$ cat src/rtl/banked_memory_map_decoder_top_macros.svh
// ----------------------------------------------------------------------------
// banked memory map decoder assertion macros
// shared concurrent assertion forms for the decoder rtl
// ----------------------------------------------------------------------------
`ifndef BANKED_MEMORY_MAP_DECODER_TOP_MACROS_SVH
`define BANKED_MEMORY_MAP_DECODER_TOP_MACROS_SVH

// consequent checked at the same edge
`define BMMD_ASSERT_SAME(label, clk, rst, ante, cons, msg) \
   label: assert property (@(posedge clk) disable iff (rst) (ante) |-> (cons)) \
      else $error(msg);

// consequent checked at the following edge
`define BMMD_ASSERT_NEXT(label, clk, rst, ante, cons, msg) \
   label: assert property (@(posedge clk) disable iff (rst) (ante) |=> (cons)) \
      else $error(msg);

`endif

$ cat src/rtl/bmmd_pkg.sv
// ----------------------------------------------------------------------------
// bmmd_pkg
// types, codes and constants of the banked memory map decoder
// ----------------------------------------------------------------------------
`timescale 1ns / 1ps

package bmmd_pkg;

   localparam int CART_ADDR_BITS_DEF = 20;
   localparam int ADDR_W             = 16;
   localparam int DATA_W             = 8;
   localparam int PAGE_W             = 8;
   localparam int PTYPE_W            = 3;
   localparam int CMD_W              = 2;
   localparam int BANK_W             = 8;
   localparam int MASK_W             = 20;
   localparam int CSR_IDX_W          = 2;
   localparam int CSR_DATA_W         = 20;
   localparam int SUM_W              = 25;
   localparam int NUM_PAGES          = 256;
   localparam int MAIN_DEPTH         = 65536;
   localparam int QUEUE_DEPTH        = 2;
   localparam int BANK_LOW_SHIFT     = 12;
   localparam int BANK_HIGH_SHIFT    = 16;

   localparam logic [ADDR_W-1:0] MRAM_MASK    = 16'h01FF;
   localparam logic [ADDR_W-1:0] MRAM_BASE    = 16'h0800;
   localparam logic [ADDR_W-1:0] MROM_MASK    = 16'h03FF;
   localparam logic [ADDR_W-1:0] MMULTI_MASK  = 16'h0FFF;
   localparam logic [ADDR_W-1:0] SYSROM_LIMIT = 16'h0400;
   localparam logic [DATA_W-1:0] UNDEF_DATA   = 8'hFF;
   localparam logic [MASK_W-1:0] MASK_RESET   = 20'hFFFFF;

   typedef enum logic [CMD_W-1:0] {
      CMD_READ     = 2'd0,
      CMD_WRITE    = 2'd1,
      CMD_SET_PAGE = 2'd2,
      CMD_NONE     = 2'd3
   } cmd_type;

   typedef enum logic [PTYPE_W-1:0] {
      PT_UNDEF  = 3'd0,
      PT_RAM    = 3'd1,
      PT_ROM    = 3'd2,
      PT_CART   = 3'd3,
      PT_MROM   = 3'd4,
      PT_MRAM   = 3'd5,
      PT_MULTI  = 3'd6,
      PT_MMULTI = 3'd7
   } page_kind_type;

   typedef enum logic [CSR_IDX_W-1:0] {
      CSR_BANK_LOW   = 2'd0,
      CSR_BANK_HIGH  = 2'd1,
      CSR_CART_MASK  = 2'd2,
      CSR_SYSROM_OFF = 2'd3
   } csr_index_type;

   typedef enum logic [1:0] {
      OP_NONE  = 2'd0,
      OP_READ  = 2'd1,
      OP_WRITE = 2'd2
   } op_kind_type;

   typedef enum logic [1:0] {
      RES_ZERO = 2'd0,
      RES_FF   = 2'd1,
      RES_MAIN = 2'd2,
      RES_CART = 2'd3
   } res_sel_type;

   typedef struct packed {
      op_kind_type       op;
      logic              to_cart;
      logic              undef;
      logic [ADDR_W-1:0] main_addr;
      logic [DATA_W-1:0] wdata;
   } mem_op_type;

endpackage

$ cat src/rtl/bmmd_fifo.sv
// ----------------------------------------------------------------------------
// bmmd_fifo
// short flop queue between the decode front and the memory back
// ----------------------------------------------------------------------------
`timescale 1ns / 1ps

module bmmd_fifo #(
   parameter int WIDTH = 8,
   parameter int DEPTH = bmmd_pkg::QUEUE_DEPTH,
   localparam int PW = (DEPTH > 1) ? $clog2(DEPTH) : 1,
   localparam int CW = $clog2(DEPTH + 1)
) (
   input  logic             clock,
   input  logic             reset,
   input  logic             wr_en,
   input  logic [WIDTH-1:0] wr_data,
   input  logic             rd_en,
   output logic [WIDTH-1:0] rd_data,
   output logic             fifo_full,
   output logic             fifo_empty
);

   logic [WIDTH-1:0] entry_ff [DEPTH];
   logic [PW-1:0]    wr_ptr_ff, wr_ptr_in;
   logic [PW-1:0]    rd_ptr_ff, rd_ptr_in;
   logic [CW-1:0]    count_ff, count_in;

   always_comb begin
      wr_ptr_in = wr_ptr_ff;
      rd_ptr_in = rd_ptr_ff;
      count_in  = count_ff;
      if (wr_en) begin
         wr_ptr_in = (wr_ptr_ff == PW'(DEPTH - 1)) ? '0 : wr_ptr_ff + 1'b1;
      end
      if (rd_en) begin
         rd_ptr_in = (rd_ptr_ff == PW'(DEPTH - 1)) ? '0 : rd_ptr_ff + 1'b1;
      end
      if (wr_en && !rd_en) begin
         count_in = count_ff + 1'b1;
      end else if (rd_en && !wr_en) begin
         count_in = count_ff - 1'b1;
      end
   end

   always_ff @(posedge clock) begin
      if (reset) begin
         wr_ptr_ff <= '0;
         rd_ptr_ff <= '0;
         count_ff  <= '0;
      end else begin
         wr_ptr_ff <= wr_ptr_in;
         rd_ptr_ff <= rd_ptr_in;
         count_ff  <= count_in;
      end
   end

   always_ff @(posedge clock) begin
      if (wr_en) begin
         entry_ff[wr_ptr_ff] <= wr_data;
      end
   end

   assign rd_data    = entry_ff[rd_ptr_ff];
   assign fifo_full  = (count_ff == CW'(DEPTH));
   assign fifo_empty = (count_ff == '0);

endmodule

$ cat config.mk
export PLATFORM = sky130hd
export DESIGN_NAME = bmmd_fifo
export DESIGN_NICKNAME = d
export VERILOG_FILES = /design/src/rtl/banked_memory_map_decoder_top_macros.svh /design/src/rtl/bmmd_pkg.sv /design/src/rtl/bmmd_fifo.sv
export SDC_FILE = /design/constraint.sdc
export NUM_CORES = 1
export LEC_CHECK = 0
export BUFFER_PORTS_ARGS = -buffer_cell sky130_fd_sc_hd__buf_2
export CAP_MARGIN = 30
export CORE_MARGIN = 4
export CORE_UTILIZATION = 40
export CTS_CLUSTER_SIZE = 25
export DETAILED_ROUTE_END_ITERATION = 10
export REMOVE_ABC_BUFFERS = 1
export SLEW_MARGIN = 10
export SYNTH_ARGS = -nofsm -noshare
export SYNTH_HDL_FRONTEND = slang
export SYNTH_SLANG_ARGS = --single-unit
$ cat constraint.sdc
create_clock -name clock -period 2.7 [get_ports clock]
set_input_delay 0.54 -clock clock [delete_from_list [all_inputs] [get_ports clock]]
set_output_delay 0.54 -clock clock [all_outputs]
set_load 0.01 [all_outputs]
# [After elaboration in Yosys (flattened, before gate mapping)]
# Memory sizes are Yosys's and may differ from the RTL's. A register that Yosys moved wholly into a read port is not among the register bits.
# Index checks and enable logic that the tools add are counted.
[totals] ff_bits=4 mem_bits_rw=16 input_bits=12 wordCells=23 mem_count=1
[classes] add_sub_neg=4 n_eq_ne=1 muxes=8 n_reduce_logical=6
[mem_list] memory="entry_ff" words=2 word_bits=8 read_ports=1 rd_ports_with_merged_regs=1 write_ports=1 line_no="bmmd_fifo.sv:23" text="logic [WIDTH-1:0] entry_ff [DEPTH];"
[op_table] operator="two-way mux 1 bit" count=6
[op_table] operator="two-way mux 2 bit" count=2
[op_table] operator="adder 1 bit, second input constant" count=2
[op_table] operator="adder 2 x 1 -> 2 bit, second input constant" count=1
[op_table] operator="equality test 2 bit, second input constant" count=1
[op_table] operator="logical AND 1 bit" count=2
[op_table] operator="logical NOT 1 bit" count=2
[op_table] operator="logical NOT 2 bit" count=1
[op_table] operator="nonzero test 2 bit" count=1
[op_table] operator="subtractor 2 x 1 -> 2 bit, second input constant" count=1

# [Longest topological paths before layout]
[depth] word_depth=4 depth_mapped=5 ltp_nobuf=5

# [Worst setup path before layout]
# OpenSTA, ideal clock, no wires.
[synth_path] path_type="in2reg" from="input port rd_en" to="register count_ff[1]" setup_time_ns=0.070 t_arrival_ns=1.314 path_slack_ns=1.316 path_stages=4 path_cell_list="inv_1 ha_1 or3_1 a21oi_1"
[synth_between] elab_chain_cells=3 word_cells_on_any_way=5 classes_between="mux (1); reduce/logical (4)"
[synth_lines] element="from (decl)" line_no="bmmd_fifo.sv:17" text="input logic rd_en,"
[synth_lines] element="logical NOT 1 bit" line_no="bmmd_fifo.sv:38" text="if (wr_en && !rd_en) begin"
[synth_lines] element="logical AND 1 bit" line_no="bmmd_fifo.sv:38"
[synth_lines] element="two-way mux 2 bit / nonzero test 2 bit (equally long branches)"
[synth_lines] element="to (signal assigned)" line_no="bmmd_fifo.sv:53" text="count_ff <= count_in;"
[synth_lines] element="to (decl)" line_no="bmmd_fifo.sv:26" text="logic [CW-1:0] count_ff, count_in;"
# Parallel ways exist; a longest one is shown, timed or not.
# A chain may end at the register's enable or synchronous reset.

==> out/results.tsv <==
metric	value	unit
GRT Util Overall	8.88	%
Yosys reg bits	21	
vias after detailed routing	423	
max incr delay on CP	0.54	ns
Synth Flop Type	edfxtp_1	
Multi-input gate area	194	um2
Distinct cells, synth	15	
Combinational Power Share	13.8	%
synthesized instance count	47	
Initial DRT Pass Iterations	2	
CP delay by family, top	flip-flops	
final hold vios	0	
pwr/cell area	652	nW/um2
Finished Core Util	52.8	%
RSZ-0062 raised after global routing	no	
VDD IR max	0.369	mV
largest net degree at the start of global routing	13	
number of global-route vias before repair	403	
Synth-to-Final Area Change	20.3	%
number of max-cap violations	0	
DR vias/cell	4.41	
fin crit period	1.88	ns
synth cell count leaders	edfxtp_1 (16), mux2_2 (8), dfxtp_1 (5), nor2_1 (5)	
initial antenna violation count	0	
Hold Path Class	primary input to register	
Min Hold Slack	0.424	ns
DR DRC count	0	
depth of the CTS H-tree	1	
clk_skew	0.00787	ns
internal cell power	0.000472	W
WHS Path Cells	1	
# diodes	0	
register area share after synthesis	74.1	%
wire per inst	11.4	um
Crit Path Class	register to primary output	
endpoints failing setup	0	
CTS buffer count	3	
CP bufs+invs	1	
Clock Path Buffers	2	
R2R setup slack	1.43	ns
GPL Wtd Cong	0.620	
clock latency at the later pin of the worst-skew pair	0.29	ns
total net switching power	0.000142	W
top-area cell type share of the netlist area	61.3	%
worst path cell trace	mux2_2 > buf_2	
number of DRC markers in iteration 0	6	
largest family of logic cells by synthesized area	multiplexers	
Worst Tran Pin Value	0.707	ns
Initial Util	43.9	%
top-count cell post-synth	edfxtp_1	
crit end category	primary output	
fin crit share	69.6	%
PortBufs	21	
mux cell area share after synthesis	11.5	%
post-synth top area cell	edfxtp_1	
adder-cell share of the synthesized area	1.60	%
Syn. warnings	0	
CTS tree	built	
CTS Sinks	21	
root buffer cell	clkbuf_4	
status	complete, no violations	
Die Wd	52.3	um
die area	2730	um2
Worst slew margin	52.7	%
FF-to-FF path depth	1	
Synth Cell Area	783	um2
synth top area cells	edfxtp_1 (61%), dfxtp_1 (13%), mux2_2 (12%)	
WL final	1100	um
slowest stage cell, crit path	dfxtp_1	
Syn Area/Cell	16.7	um2
Total Power	0.000614	W
Synth Area in Compound Gates	1.28	%
Seq pwr share	62.9	%
fin. max-slew vios	0	
Critical Path AT	1.34	ns
gr ovfl total	0	
post-synthesis simple-gate area fraction	5.91	%
Net Sw Frac	23.1	%
Hold Buf Count CTS	0	
placed insts	92	
fin nets	85	
Levels on crit path	2	
setup TNS	0	ns
post-CTS setup buffers	0	
Core ar.	1780	um2
Post-DRT Antenna Nets	0	
Die Span Y	52.3	um
Pleak	0.375	nW
Worst-path clk slew	0.12	ns
first-pass GRT wire length	1730	um
number of enable flip-flop cells after synthesis	16	
non-filler instance count after layout	96	
startpoint types	register	
fraction of registers with async set/reset	0	%
Clk pwr share	23.3	%
fmax	0.532	GHz
Crit path required time	2.16	ns
crit path max fanout	8	
Sequential Area	581	um2
# IOs	22	
post-synthesis xor/xnor area fraction	4.47	%
Post-CTS Resized	0	
HPWL Detailed	806	um
share of layout cells above drive strength 1	47.9	%
row count	15	
number of fillers in the final layout	150	
==> cell families (layout without fill, tap and decap cells) <==
logic type / after synthesis / in the layout
DFF: 21 / 21
and+or+nand+nor: 9 / 9
muxes: 8 / 8
xor gates and xnor gates: 4 / 4
AOI/OAI and AO/OA: 2 / 2
buffers and inverters: 2 / 26
adders and majority gates: 1 / 1
==> area by class of cell <==
class	count	area share [%]
clock inverter	1	0.531
timing repair buffer	21	11.2
clock buffer	3	2.39
sequential	21	61.6
tap	25	3.32
inverter	1	0.398
multi-input combinational	24	20.6
==> layout by cell type, fill, tap and decap left out <==
cell      instances
dfxtp_1           5
xor2_1            2
edfxtp_1         16
o21ai_0           1
nor2_1            5
buf_2            21
xnor2_1           2
mux2_2            8
inv_1             1
nor2b_1           1
ha_1              1
clkinv_2          1
and2_1            1
clkbuf_4          3
or3_1             1
and2b_2           1
a21oi_1           1
==> worst paths after layout <==
kind,start,endpoint
setup / recovery,register,rd_data[6]
setup reg to reg,wr_ptr_ff,entry_ff[0][3]
hold reg to reg,count_ff[1],count_ff[1]
hold / removal,wr_data[1],entry_ff[0][1]
==> flip-flops by register name, summed over array words and instances, names as in the netlist, named ones only <==
signal     count
entry_ff      16
wr_ptr_ff      1
rd_ptr_ff      1
count_ff       2
==> power by group through the flow <==
stage	sequential, W	combinational, W	clock [W]
after floorplan	0.000391	0.0000527	0
after global placement	0.000394	0.0000848	0
after detailed placement	0.000394	0.0000858	0
after CTS	0.000387	0.0000866	0.000150
after global routing	0.000390	0.0000949	0.000165
final	0.000386	0.0000845	0.000143
==> layer usage <==
metal	routed length, um	part of all wire, %	GRT usage (%)	vias to the layer above
met3	78	7.1	3.13	0
li1	-	-	-	218
met1	548	50	11.5	189
met2	469	43	13.4	16
met4	0	0	3.83	0
met5	0	0	0	-
==> metrics by stage <==
stage	setup WS [ns]	cell area, um2
floorplan	1.32	778
global placement	1.04	915
detailed placement	1.03	915
CTS	0.782	942
global route	0.705	942
finish	0.822	942
(Power assumes the default switching activity.)
