### src/rtl/banked_memory_map_decoder_top_macros.svh
// ----------------------------------------------------------------------------
// banked memory map decoder assertion macros
// shared concurrent assertion forms for the decoder rtl
// ----------------------------------------------------------------------------
`ifndef BANKED_MEMORY_MAP_DECODER_TOP_MACROS_SVH
`define BANKED_MEMORY_MAP_DECODER_TOP_MACROS_SVH

// consequent checked at the same edge
`define BMMD_ASSERT_SAME(label, clk, rst, ante, cons, msg) \
   label: assert property (@(posedge clk) disable iff (rst) (ante) |-> (cons)) \
      else $error(msg);

// consequent checked at the following edge
`define BMMD_ASSERT_NEXT(label, clk, rst, ante, cons, msg) \
   label: assert property (@(posedge clk) disable iff (rst) (ante) |=> (cons)) \
      else $error(msg);

`endif

### src/rtl/bmmd_pkg.sv
// ----------------------------------------------------------------------------
// bmmd_pkg
// types, codes and constants of the banked memory map decoder
// ----------------------------------------------------------------------------
`timescale 1ns / 1ps

package bmmd_pkg;

   localparam int CART_ADDR_BITS_DEF = 20;
   localparam int ADDR_W             = 16;
   localparam int DATA_W             = 8;
   localparam int PAGE_W             = 8;
   localparam int PTYPE_W            = 3;
   localparam int CMD_W              = 2;
   localparam int BANK_W             = 8;
   localparam int MASK_W             = 20;
   localparam int CSR_IDX_W          = 2;
   localparam int CSR_DATA_W         = 20;
   localparam int SUM_W              = 25;
   localparam int NUM_PAGES          = 256;
   localparam int MAIN_DEPTH         = 65536;
   localparam int QUEUE_DEPTH        = 2;
   localparam int BANK_LOW_SHIFT     = 12;
   localparam int BANK_HIGH_SHIFT    = 16;

   localparam logic [ADDR_W-1:0] MRAM_MASK    = 16'h01FF;
   localparam logic [ADDR_W-1:0] MRAM_BASE    = 16'h0800;
   localparam logic [ADDR_W-1:0] MROM_MASK    = 16'h03FF;
   localparam logic [ADDR_W-1:0] MMULTI_MASK  = 16'h0FFF;
   localparam logic [ADDR_W-1:0] SYSROM_LIMIT = 16'h0400;
   localparam logic [DATA_W-1:0] UNDEF_DATA   = 8'hFF;
   localparam logic [MASK_W-1:0] MASK_RESET   = 20'hFFFFF;

   typedef enum logic [CMD_W-1:0] {
      CMD_READ     = 2'd0,
      CMD_WRITE    = 2'd1,
      CMD_SET_PAGE = 2'd2,
      CMD_NONE     = 2'd3
   } cmd_type;

   typedef enum logic [PTYPE_W-1:0] {
      PT_UNDEF  = 3'd0,
      PT_RAM    = 3'd1,
      PT_ROM    = 3'd2,
      PT_CART   = 3'd3,
      PT_MROM   = 3'd4,
      PT_MRAM   = 3'd5,
      PT_MULTI  = 3'd6,
      PT_MMULTI = 3'd7
   } page_kind_type;

   typedef enum logic [CSR_IDX_W-1:0] {
      CSR_BANK_LOW   = 2'd0,
      CSR_BANK_HIGH  = 2'd1,
      CSR_CART_MASK  = 2'd2,
      CSR_SYSROM_OFF = 2'd3
   } csr_index_type;

   typedef enum logic [1:0] {
      OP_NONE  = 2'd0,
      OP_READ  = 2'd1,
      OP_WRITE = 2'd2
   } op_kind_type;

   typedef enum logic [1:0] {
      RES_ZERO = 2'd0,
      RES_FF   = 2'd1,
      RES_MAIN = 2'd2,
      RES_CART = 2'd3
   } res_sel_type;

   typedef struct packed {
      op_kind_type       op;
      logic              to_cart;
      logic              undef;
      logic [ADDR_W-1:0] main_addr;
      logic [DATA_W-1:0] wdata;
   } mem_op_type;

endpackage

### src/rtl/bmmd_ram.sv
// ----------------------------------------------------------------------------
// bmmd_ram
// generic single write, single read ram with registered read data
// ----------------------------------------------------------------------------
`timescale 1ns / 1ps

module bmmd_ram #(
   parameter int WIDTH = 8,
   parameter int DEPTH = 256,
   localparam int AW = $clog2(DEPTH)
) (
   input  logic             clock,
   input  logic             wr_en,
   input  logic [AW-1:0]    wr_addr,
   input  logic [WIDTH-1:0] wr_data,
   input  logic             rd_en,
   input  logic [AW-1:0]    rd_addr,
   output logic [WIDTH-1:0] rd_data
);

   logic [WIDTH-1:0] mem_ff [DEPTH];
   logic [WIDTH-1:0] rd_data_ff;

   always_ff @(posedge clock) begin
      if (wr_en) begin
         mem_ff[wr_addr] <= wr_data;
      end
      if (rd_en) begin
         rd_data_ff <= mem_ff[rd_addr];
      end
   end

   assign rd_data = rd_data_ff;

endmodule

### src/rtl/bmmd_front.sv
// ----------------------------------------------------------------------------
// bmmd_front
// accepts commands, looks up the page type and maps the address
// ----------------------------------------------------------------------------
`timescale 1ns / 1ps

module bmmd_front #(
   parameter int CART_ADDR_BITS = bmmd_pkg::CART_ADDR_BITS_DEF
) (
   input  logic                                clock,
   input  logic                                reset,
   input  logic                                push,
   output logic                                full,
   input  logic [bmmd_pkg::CMD_W-1:0]          req_cmd,
   input  logic [bmmd_pkg::ADDR_W-1:0]         req_address,
   input  logic [bmmd_pkg::DATA_W-1:0]         req_write_data,
   input  logic                                req_rom_write,
   input  logic [bmmd_pkg::PTYPE_W-1:0]        req_page_type,
   input  logic                                csr_write_en,
   input  logic [bmmd_pkg::CSR_IDX_W-1:0]      csr_index,
   input  logic [bmmd_pkg::CSR_DATA_W-1:0]     csr_wdata,
   output logic                                op_valid,
   output bmmd_pkg::mem_op_type                op,
   output logic [CART_ADDR_BITS-1:0]           op_cart_addr,
   input  logic                                fifo_full
);

   localparam int AW = bmmd_pkg::ADDR_W;
   localparam int SW = bmmd_pkg::SUM_W;

   logic                              accept;
   logic                              pt_write;
   logic [bmmd_pkg::PAGE_W-1:0]       page;
   logic [bmmd_pkg::PTYPE_W-1:0]      pt_rd_data;
   logic [bmmd_pkg::NUM_PAGES-1:0]    pt_valid_ff, pt_valid_in;
   logic                              pt_hit_ff;
   logic                              s1_valid_ff, s1_valid_in;
   bmmd_pkg::cmd_type                 cmd_ff;
   logic [AW-1:0]                     addr_ff;
   logic [bmmd_pkg::DATA_W-1:0]       wdata_ff;
   logic                              romw_ff;
   logic [bmmd_pkg::BANK_W-1:0]       bank_low_ff;
   logic [bmmd_pkg::BANK_W-1:0]       bank_high_ff;
   logic [bmmd_pkg::MASK_W-1:0]       cart_mask_ff;
   logic                              sysrom_off_ff;
   bmmd_pkg::page_kind_type           kind;
   logic [AW-1:0]                     multi_addr;
   logic                              multi_main;
   logic [SW-1:0]                     cart_sum;
   logic [SW-1:0]                     cart_masked;
   bmmd_pkg::mem_op_type              dec;

   assign full     = s1_valid_ff & fifo_full;
   assign accept   = push & ~full;
   assign page     = req_address[AW-1:AW-bmmd_pkg::PAGE_W];
   assign pt_write = accept && (bmmd_pkg::cmd_type'(req_cmd) == bmmd_pkg::CMD_SET_PAGE);

   // page type table, valid bit per page gives the undefined reset
   bmmd_ram #(
      .WIDTH (bmmd_pkg::PTYPE_W),
      .DEPTH (bmmd_pkg::NUM_PAGES)
   ) u_page_ram (
      .clock   (clock),
      .wr_en   (pt_write),
      .wr_addr (page),
      .wr_data (req_page_type),
      .rd_en   (accept),
      .rd_addr (page),
      .rd_data (pt_rd_data)
   );

   always_comb begin
      pt_valid_in = pt_valid_ff;
      if (pt_write) begin
         pt_valid_in[page] = 1'b1;
      end
   end

   assign s1_valid_in = accept | (s1_valid_ff & fifo_full);

   always_ff @(posedge clock) begin
      if (reset) begin
         pt_valid_ff   <= '0;
         s1_valid_ff   <= 1'b0;
         bank_low_ff   <= '0;
         bank_high_ff  <= '0;
         cart_mask_ff  <= bmmd_pkg::MASK_RESET;
         sysrom_off_ff <= 1'b0;
      end else begin
         pt_valid_ff <= pt_valid_in;
         s1_valid_ff <= s1_valid_in;
         if (csr_write_en) begin
            unique case (bmmd_pkg::csr_index_type'(csr_index))
               bmmd_pkg::CSR_BANK_LOW:   bank_low_ff   <= csr_wdata[bmmd_pkg::BANK_W-1:0];
               bmmd_pkg::CSR_BANK_HIGH:  bank_high_ff  <= csr_wdata[bmmd_pkg::BANK_W-1:0];
               bmmd_pkg::CSR_CART_MASK:  cart_mask_ff  <= csr_wdata[bmmd_pkg::MASK_W-1:0];
               bmmd_pkg::CSR_SYSROM_OFF: sysrom_off_ff <= csr_wdata[0];
            endcase
         end
      end
   end

   always_ff @(posedge clock) begin
      if (accept) begin
         cmd_ff    <= bmmd_pkg::cmd_type'(req_cmd);
         addr_ff   <= req_address;
         wdata_ff  <= req_write_data;
         romw_ff   <= req_rom_write;
         pt_hit_ff <= pt_valid_ff[page];
      end
   end

   assign kind = pt_hit_ff ? bmmd_pkg::page_kind_type'(pt_rd_data) : bmmd_pkg::PT_UNDEF;

   // multicart target
   assign multi_addr = (kind == bmmd_pkg::PT_MMULTI) ? (addr_ff & bmmd_pkg::MMULTI_MASK)
                                                     : addr_ff;
   assign multi_main = (multi_addr < bmmd_pkg::SYSROM_LIMIT) && !sysrom_off_ff;
   assign cart_sum   = SW'(multi_addr)
                     + (SW'(bank_low_ff) << bmmd_pkg::BANK_LOW_SHIFT)
                     + (SW'(bank_high_ff) << bmmd_pkg::BANK_HIGH_SHIFT);
   assign cart_masked = cart_sum & SW'(cart_mask_ff);

   always_comb begin
      dec.op        = bmmd_pkg::OP_NONE;
      dec.to_cart   = 1'b0;
      dec.undef     = 1'b0;
      dec.main_addr = addr_ff;
      dec.wdata     = wdata_ff;
      unique case (cmd_ff)
         bmmd_pkg::CMD_READ: begin
            dec.op = bmmd_pkg::OP_READ;
            unique case (kind)
               bmmd_pkg::PT_UNDEF: dec.undef = 1'b1;
               bmmd_pkg::PT_MULTI, bmmd_pkg::PT_MMULTI: begin
                  dec.to_cart   = !multi_main;
                  dec.main_addr = multi_addr;
               end
               bmmd_pkg::PT_MRAM:
                  dec.main_addr = (addr_ff & bmmd_pkg::MRAM_MASK) | bmmd_pkg::MRAM_BASE;
               bmmd_pkg::PT_MROM: dec.main_addr = addr_ff & bmmd_pkg::MROM_MASK;
               bmmd_pkg::PT_RAM, bmmd_pkg::PT_ROM, bmmd_pkg::PT_CART: ;
            endcase
         end
         bmmd_pkg::CMD_WRITE: begin
            unique case (kind)
               bmmd_pkg::PT_RAM: dec.op = bmmd_pkg::OP_WRITE;
               bmmd_pkg::PT_MRAM: begin
                  dec.op        = bmmd_pkg::OP_WRITE;
                  dec.main_addr = (addr_ff & bmmd_pkg::MRAM_MASK) | bmmd_pkg::MRAM_BASE;
               end
               bmmd_pkg::PT_MULTI, bmmd_pkg::PT_MMULTI: begin
                  if (romw_ff) begin
                     dec.op = bmmd_pkg::OP_WRITE;
                  end
                  dec.to_cart   = !multi_main;
                  dec.main_addr = multi_addr;
               end
               bmmd_pkg::PT_UNDEF, bmmd_pkg::PT_ROM, bmmd_pkg::PT_CART,
               bmmd_pkg::PT_MROM: begin
                  if (romw_ff) begin
                     dec.op = bmmd_pkg::OP_WRITE;
                  end
               end
            endcase
         end
         bmmd_pkg::CMD_SET_PAGE, bmmd_pkg::CMD_NONE: ;
      endcase
   end

   assign op_valid     = s1_valid_ff;
   assign op           = dec;
   assign op_cart_addr = cart_masked[CART_ADDR_BITS-1:0];

endmodule

### config.mk
export PLATFORM = sky130hd
export DESIGN_NAME = bmmd_front
export DESIGN_NICKNAME = d
export VERILOG_FILES = /design/src/rtl/banked_memory_map_decoder_top_macros.svh /design/src/rtl/bmmd_pkg.sv /design/src/rtl/bmmd_ram.sv /design/src/rtl/bmmd_front.sv
export SDC_FILE = /design/constraint.sdc
export NUM_CORES = 1
export LEC_CHECK = 0
export BUFFER_PORTS_ARGS = -buffer_cell sky130_fd_sc_hd__buf_2
export CAP_MARGIN = 15
export CELL_PAD_IN_SITES_DETAIL_PLACEMENT = 0
export CELL_PAD_IN_SITES_GLOBAL_PLACEMENT = 1
export CORE_MARGIN = 5
export CORE_UTILIZATION = 35
export CTS_CLUSTER_DIAMETER = 50
export DETAILED_ROUTE_END_ITERATION = 7
export PLACE_DENSITY_LB_ADDON = 0.08
export SYNTH_ARGS = -nofsm -noshare
export SYNTH_HDL_FRONTEND = slang
export SYNTH_SLANG_ARGS = --single-unit
### constraint.sdc
create_clock -name clock -period 3.2 [get_ports clock]
set_input_delay 0.32 -clock clock [delete_from_list [all_inputs] [get_ports clock]]
set_output_delay 0.32 -clock clock [all_outputs]
set_load 0.02 [all_outputs]
; Word level (Yosys, flattened, before mapping)
; Memories as Yosys holds them, arrays and structs flattened. A register that Yosys moved wholly into a read port is not among the register bits.
; Cells that the tools add are included.
[classes]
n_addsub = 2
n_lt_le_gt_ge = 3
n_eq_ne = 12
mux = 17
bitwise = 6
reduce_logical = 15
[ops]
columns = operator, n
row1 = $or 256x256->256, 1
row2 = $pmux 16 s2, 2
row3 = $pmux 16 s3, 1
row4 = $add 16x20->20, 1
row5 = $add 20x20->20, 1
row6 = $and 20x20->20, 1
row7 = $lt 16x11->1 const B, 1
row8 = $mux 16, 1
row9 = $eq 3x3->1 const B, 4
row10 = $lt 8x9->1 const B, 1
row11 = $bmux 1 s8, 1
row12 = $demux 1 s8, 1
row13 = $ge 8x1->1 const B, 1
row14 = $reduce_and 2->1, 4
row15 = $mux 1, 7
row16 = $eq 2x2->1 const B, 3
row17 = $eq 3x2->1 const B, 2
row18 = $pmux 3 s2, 1
row19 = $reduce_or 6->1, 1
row20 = $eq 2x1->1 const B, 2
row21 = $logic_not 2->1, 2
row22 = $pmux 2 s2, 1
row23 = $reduce_or 2->1, 2
row24 = $eq 3x1->1 const B, 1
row25 = 8 further kinds, 12
[totals]
register_bits = 318
ramBits = 768
out_inout_bits = 50
word_cells = 67
mem_count = 1
[mem_list]
columns = name, depth, width, rd, rd_ports_with_merged_regs, wr, line
row1 = u_page_ram.mem_ff, 256, 3, 1, 1, 1, bmmd_ram.sv:21  ; logic [WIDTH-1:0] mem_ff [DEPTH];

; Logic depth before layout (Yosys ltp)
[depth]
ltp_word = 8
mapped_depth = 13
depth_no_buf = 11

; Cells and area by module
; From an unflattened synthesis, not the netlist that was laid out.
[unflattened]
cells_unflattened = 3130
area_unflattened_um2 = 44311.2
[by_module_without_submodules]
columns = mod, n_inst, cells_per_inst, area_each_um2, seq_area_each_um2
row1 = bmmd_ram, 1, 1713, 31068.5, 23152.2
row2 = bmmd_front, 1, 1417, 13242.7, 6646.4

; Least setup slack after synthesis
; OpenSTA, ideal clock, no wires.
[synth_timing]
kind = register to output
start = register u_page_ram.rd_data_ff[1] (netlist: u_page_ram.rd_data[1]), read port of u_page_ram.mem_ff
end = output op_cart_addr[17]
t_arrival_ns = 2.777
setup_slack_ns = 0.103
stages_incl_launch_ff = 10
path_buffers = 1
path_cell_list = edfxtp_1 -> clkbuf_1 -> nand4_1 -> and2_1 -> ha_1 -> and3_1 -> o21a_1 -> a2111oi_0 -> o21ai_0 -> a21boi_0
[synth_between]
elab_chain_len = 6
[synth_lines]
columns = item, line
row1 = "start, declared", bmmd_ram.sv:22  ; logic [WIDTH-1:0] rd_data_ff;
row2 = $mux 3, bmmd_front.sv:113  ; assign kind = pt_hit_ff ? bmmd_pkg::page_kind_type'(pt_rd_data) : bmmd_pkg::PT_UNDEF;
row3 = $eq 3x3->1, bmmd_front.sv:116  ; assign multi_addr = (kind == bmmd_pkg::PT_MMULTI) ? (addr_ff & bmmd_pkg::MMULTI_MASK)
row4 = $mux 16, bmmd_front.sv:116
row5 = $add 16x20->20, bmmd_front.sv:120  ; + (SW'(bank_low_ff) << bmmd_pkg::BANK_LOW_SHIFT)
row6 = $add 20x20->20, bmmd_front.sv:121  ; + (SW'(bank_high_ff) << bmmd_pkg::BANK_HIGH_SHIFT);
row7 = $and 20x20->20, bmmd_front.sv:122  ; assign cart_masked = cart_sum & SW'(cart_mask_ff);
row8 = "end, declared", bmmd_front.sv:24  ; output logic [CART_ADDR_BITS-1:0] op_cart_addr,
; No other way between the ends.

; Worst setup path after layout
[layout_timing]
start = register pt_hit_ff
end = output op_cart_addr[18]
[layout_between]
elab_chain_len = 6
[layout_lines]
columns = item, line
row1 = "start, declared", bmmd_front.sv:36  ; logic pt_hit_ff;
row2 = "start signal, assigned", bmmd_front.sv:109  ; pt_hit_ff <= pt_valid_ff[page];
row3 = $mux 3, bmmd_front.sv:113
row4 = $eq 3x3->1, bmmd_front.sv:116
row5 = $mux 16, bmmd_front.sv:116
row6 = $add 16x20->20, bmmd_front.sv:120
row7 = $add 20x20->20, bmmd_front.sv:121
row8 = $and 20x20->20, bmmd_front.sv:122
; No other way between the ends.

==> results.toml <==
[floorplanning]
initial_core_util_pct = 35.2
io_pins = 107
die_x_um = 360
die-area_um2 = 130000
core_um2 = 122000
rows = 128
die_h_um = 360

[placed_design]
place_ws_ps = -274
place_congestion = 0.835
dp.final_hpwl_mm = 94.4
portBuffers = 106
post_dp_cell_area_um2 = 47700

[clock_network]
cts_tree = "built"
ctsRootBufferMaster = "clkbuf_16"
cts.sinks = 1089
clk_pin_slew_worst_paths_ps = 50
htree_levels = 4
clk_latency_ps = 760
clock_path_buffers = 3
cts_buffers = 138

[worst_setup_path]
r2r_end = "u_page_ram.rd_data[1]"
worstPathArrival_ps = 3270
endpoint_kind = "output port"
required_ps = 2880
crit_path_max_fanout = 4
critical_path_class = "flip-flop to output port"
r2r_cells = 5
rrSetupSlack_ps = 430
r2r-start = "u_page_ram.mem_ff[6][1]"
crit_path_start_kind = "flip-flop"

[logic_synthesis]
synth_area_leaders = "edfxtp_1 (56%), dfxtp_1 (14%), mux4_2 (13%), nor2_1 (6.7%), mux2i_1 (1.8%)"
ys_ff_latch = 1089
synth_cell_types = 64
ys_seq_area_share_pct = 69.4
netlist_instances = 2836
synthFlopType = "edfxtp_1"
synth_edf_count = 799
yosysWarnings = 0
synth_area_um2 = 42900
yosysTopAreaCell = "edfxtp_1"
synthArstFlopShare_pct = 0
avgSynthCellArea_um2 = 15.1
yosysTopAreaCellShare_pct = 55.9
synthesis.nets = 2899

[timing]
rsz0062_at_grt = "yes"
period_minus_slack_ps = 3590
setup_viol = 6
relSlewSlack_pct = 42.7
layout_setup_ws_ps = -385
finalHoldViolCount = 0
tns_ps = -1430
slew_viol_final = 0
clock.fmax_mhz = 279
finClkSkew_ps = 22.3
fin_crit_sh_pct = 112
worst_pin_slew_ps = 859

[grt]
grt_max_degree = 124
grt_pass1_wl_mm = 200
track_usage_pct = 21.1
antenna_found_initial = 5
grt-ovfl-total = 0
grt_pass1_vias = 27600

[finish]
multi_input_area_um2 = 12400
final_cell_area_um2 = 53000
fin_nets = 3373
layout-drive-gt1-share_pct = 28.3
area_delta_synth_final_pct = 23.4
seqCellArea_um2 = 29800
fill_cells = 10900

[routing]
avgViaCountPerCell = 5.24
drt_wl_total_mm = 138
drt_iter0_drc = 2316
dr.pass1.iters = 5
post-route-drc-count = 0
via_count = 26400
wl_per_cell_um = 27.4
ant_nets = 0

[pwr]
leakage_nw = 18.2
worst_ir_drop_vdd_uv = 561
pwr_density_cell_nw_per_um2 = 612

[hold_path]
worstHoldPathCells = 1
min_from = "req_page_type[2]"
hold_end = "u_page_ram.mem_ff[238][2]"
hold_path.class = "input pin to flip-flop"

[status]
status = "finished with violations"
violations = "setup timing"

[run]
max-cap-violations = 0
==> cell usage in the layout (no fill, tap or decap), types with 15 or more instances in the layout <==
cell type | Yosys | routed
nand3b_1 | 23 | 23
mux2i_1 | 77 | 77
dfxtp_1 | 290 | 290
inv_6 | 0 | 15
a22oi_1 | 32 | 32
buf_2 | 43 | 94
nor2_1 | 770 | 769
o21ba_2 | 23 | 23
buf_12 | 1 | 34
clkinv_2 | 0 | 18
dlygate4sd3_1 | 0 | 52
and2_1 | 30 | 27
nand3_1 | 26 | 26
buf_4 | 16 | 317
nand2_1 | 127 | 126
clkbuf_16 | 0 | 141
edfxtp_1 | 799 | 799
mux4_2 | 246 | 246
clkbuf_1 | 94 | 30
==> worst max-delay path: stages (launching register included) <==
cell and delay, ps:
edfxtp_1 410, buf_12 160, nand4_1 150, buf_6 120, buf_6 110, nand2_4 60
xnor2_4 180, ha_4 160, a21o_1 130, a21oi_2 70, o31ai_2 310, a21o_1 180
a21oi_2 60, xnor2_1 110, and2_1 160, buf_6 130
==> worst max-delay path by stage <==
| stage | startpoint | end | slack (ps) | depth (start not counted) |
|---|---|---|---|---|
| floorplan | u_page_ram.rd_data[1] | op_cart_addr[17] | 100 | 9 |
| global placement | req_address[8] | u_page_ram.rd_data[0] | -300 | 11 |
| detailed placement | req_address[8] | u_page_ram.rd_data[0] | -270 | 11 |
| CTS | u_page_ram.rd_data[1] | op_cart_addr[18] | -450 | 15 |
| global route | pt_hit_ff | op_cart_addr[18] | -520 | 15 |
| finish | pt_hit_ff | op_cart_addr[18] | -390 | 15 |
==> area by class of cell <==
| type | instances | share of cell area [%] |
|---|---|---|
| clock inverters | 67 | 1.27 |
| diodes | 1 | 0.00473 |
| flip-flops and latches | 1089 | 56.3 |
| well taps | 1625 | 3.84 |
| inverters | 7 | 0.0520 |
| repair buffers | 510 | 7.95 |
| multi-input cells | 1564 | 23.4 |
| clock buffers | 185 | 7.24 |
==> synthesized netlist by cell type (4+ instances only) <==
library cell,instances
o211ai_1,4
a22oi_1,32
a31oi_1,9
o41ai_1,4
a21o_1,5
and2_1,30
a211oi_1,7
buf_4,16
buf_1,14
nand2b_1,5
a21boi_0,4
nand2_1,127
and3_1,6
a22o_1,12
buf_2,43
a2111oi_0,4
mux4_1,4
o21ba_2,23
nand3b_1,23
a21oi_1,18
nor2_1,770
nand3_1,26
buf_6,8
xnor2_1,5
nor4_1,4
nand4_1,8
dfxtp_1,290
mux4_2,246
clkbuf_1,94
edfxtp_1,799
a32oi_1,5
ha_1,6
a221oi_1,11
o21ai_0,16
nor2b_1,14
nor3b_1,4
mux2i_1,77
nor3_1,13
inv_1,5
==> per-stage QoR <==
stage	hold WS, ps	util, %	cells	power (mW)
global route	33.3	43.4	5047	33.5
CTS	9.66	43.4	5048	32.8
finish	50.1	43.4	5048	32.4
floorplan	419	-	2836	16.4
detailed placement	445	39.1	4737	17.4
global placement	442	39.1	4737	17.4
==> report_power, final <==
group | switching, mW | total (mW) | internal (mW)
logic | 1.19 | 1.96 | 0.764
clock network | 6.10 | 15.2 | 9.14
registers | 0.0309 | 15.2 | 15.2
total | 7.32 | 32.4 | 25.1
==> registers in the layout (all words and copies together), names as in the netlist <==
| name | cells |
|---|---|
| addr_ff | 16 |
| u_page_ram.rd_data | 3 |
| sysrom_off_ff | 1 |
| bank_high_ff | 4 |
| bank_low_ff | 8 |
| cart_mask_ff | 20 |
| pt_valid_ff | 256 |
| op_valid | 1 |
| wdata_ff | 8 |
| u_page_ram.mem_ff | 768 |
| cmd_ff | 2 |
| romw_ff | 1 |
| pt_hit_ff | 1 |
==> timing repair <==
item / CTS / global route
resized for setup: 35 / 3
endpoints found under the setup margin: 7 / 6
buffers inserted: 7 / 2
pin swaps: 19 / 11
hold buffers: 52 / 0
endpoints found under the hold margin: 102 / 0
==> per-layer routing <==
metal / vias to the layer above / wire [µm] / GRT usage [%]
met5: - / 0 / 0
met4: 0 / 3030 / 5.60
met3: 174 / 7370 / 3.46
met2: 832 / 65600 / 34.2
met1: 13800 / 62000 / 29.8
li1: 11600 / - / -
==> kinds of logic (layout without fill, tap and decap cells) <==
logic type	count (synthesis)	after routing	synth area share [%]
buf+inv	183	769	2.04
compound gates	178	178	3.18
fa+ha+maj	6	6	0.175
other cells	0	1	0
mux	330	330	15.0
simple gates	1043	1043	9.99
xor+xnor	7	7	0.143
flops	1089	1089	69.4
(Power assumes the default switching activity.)
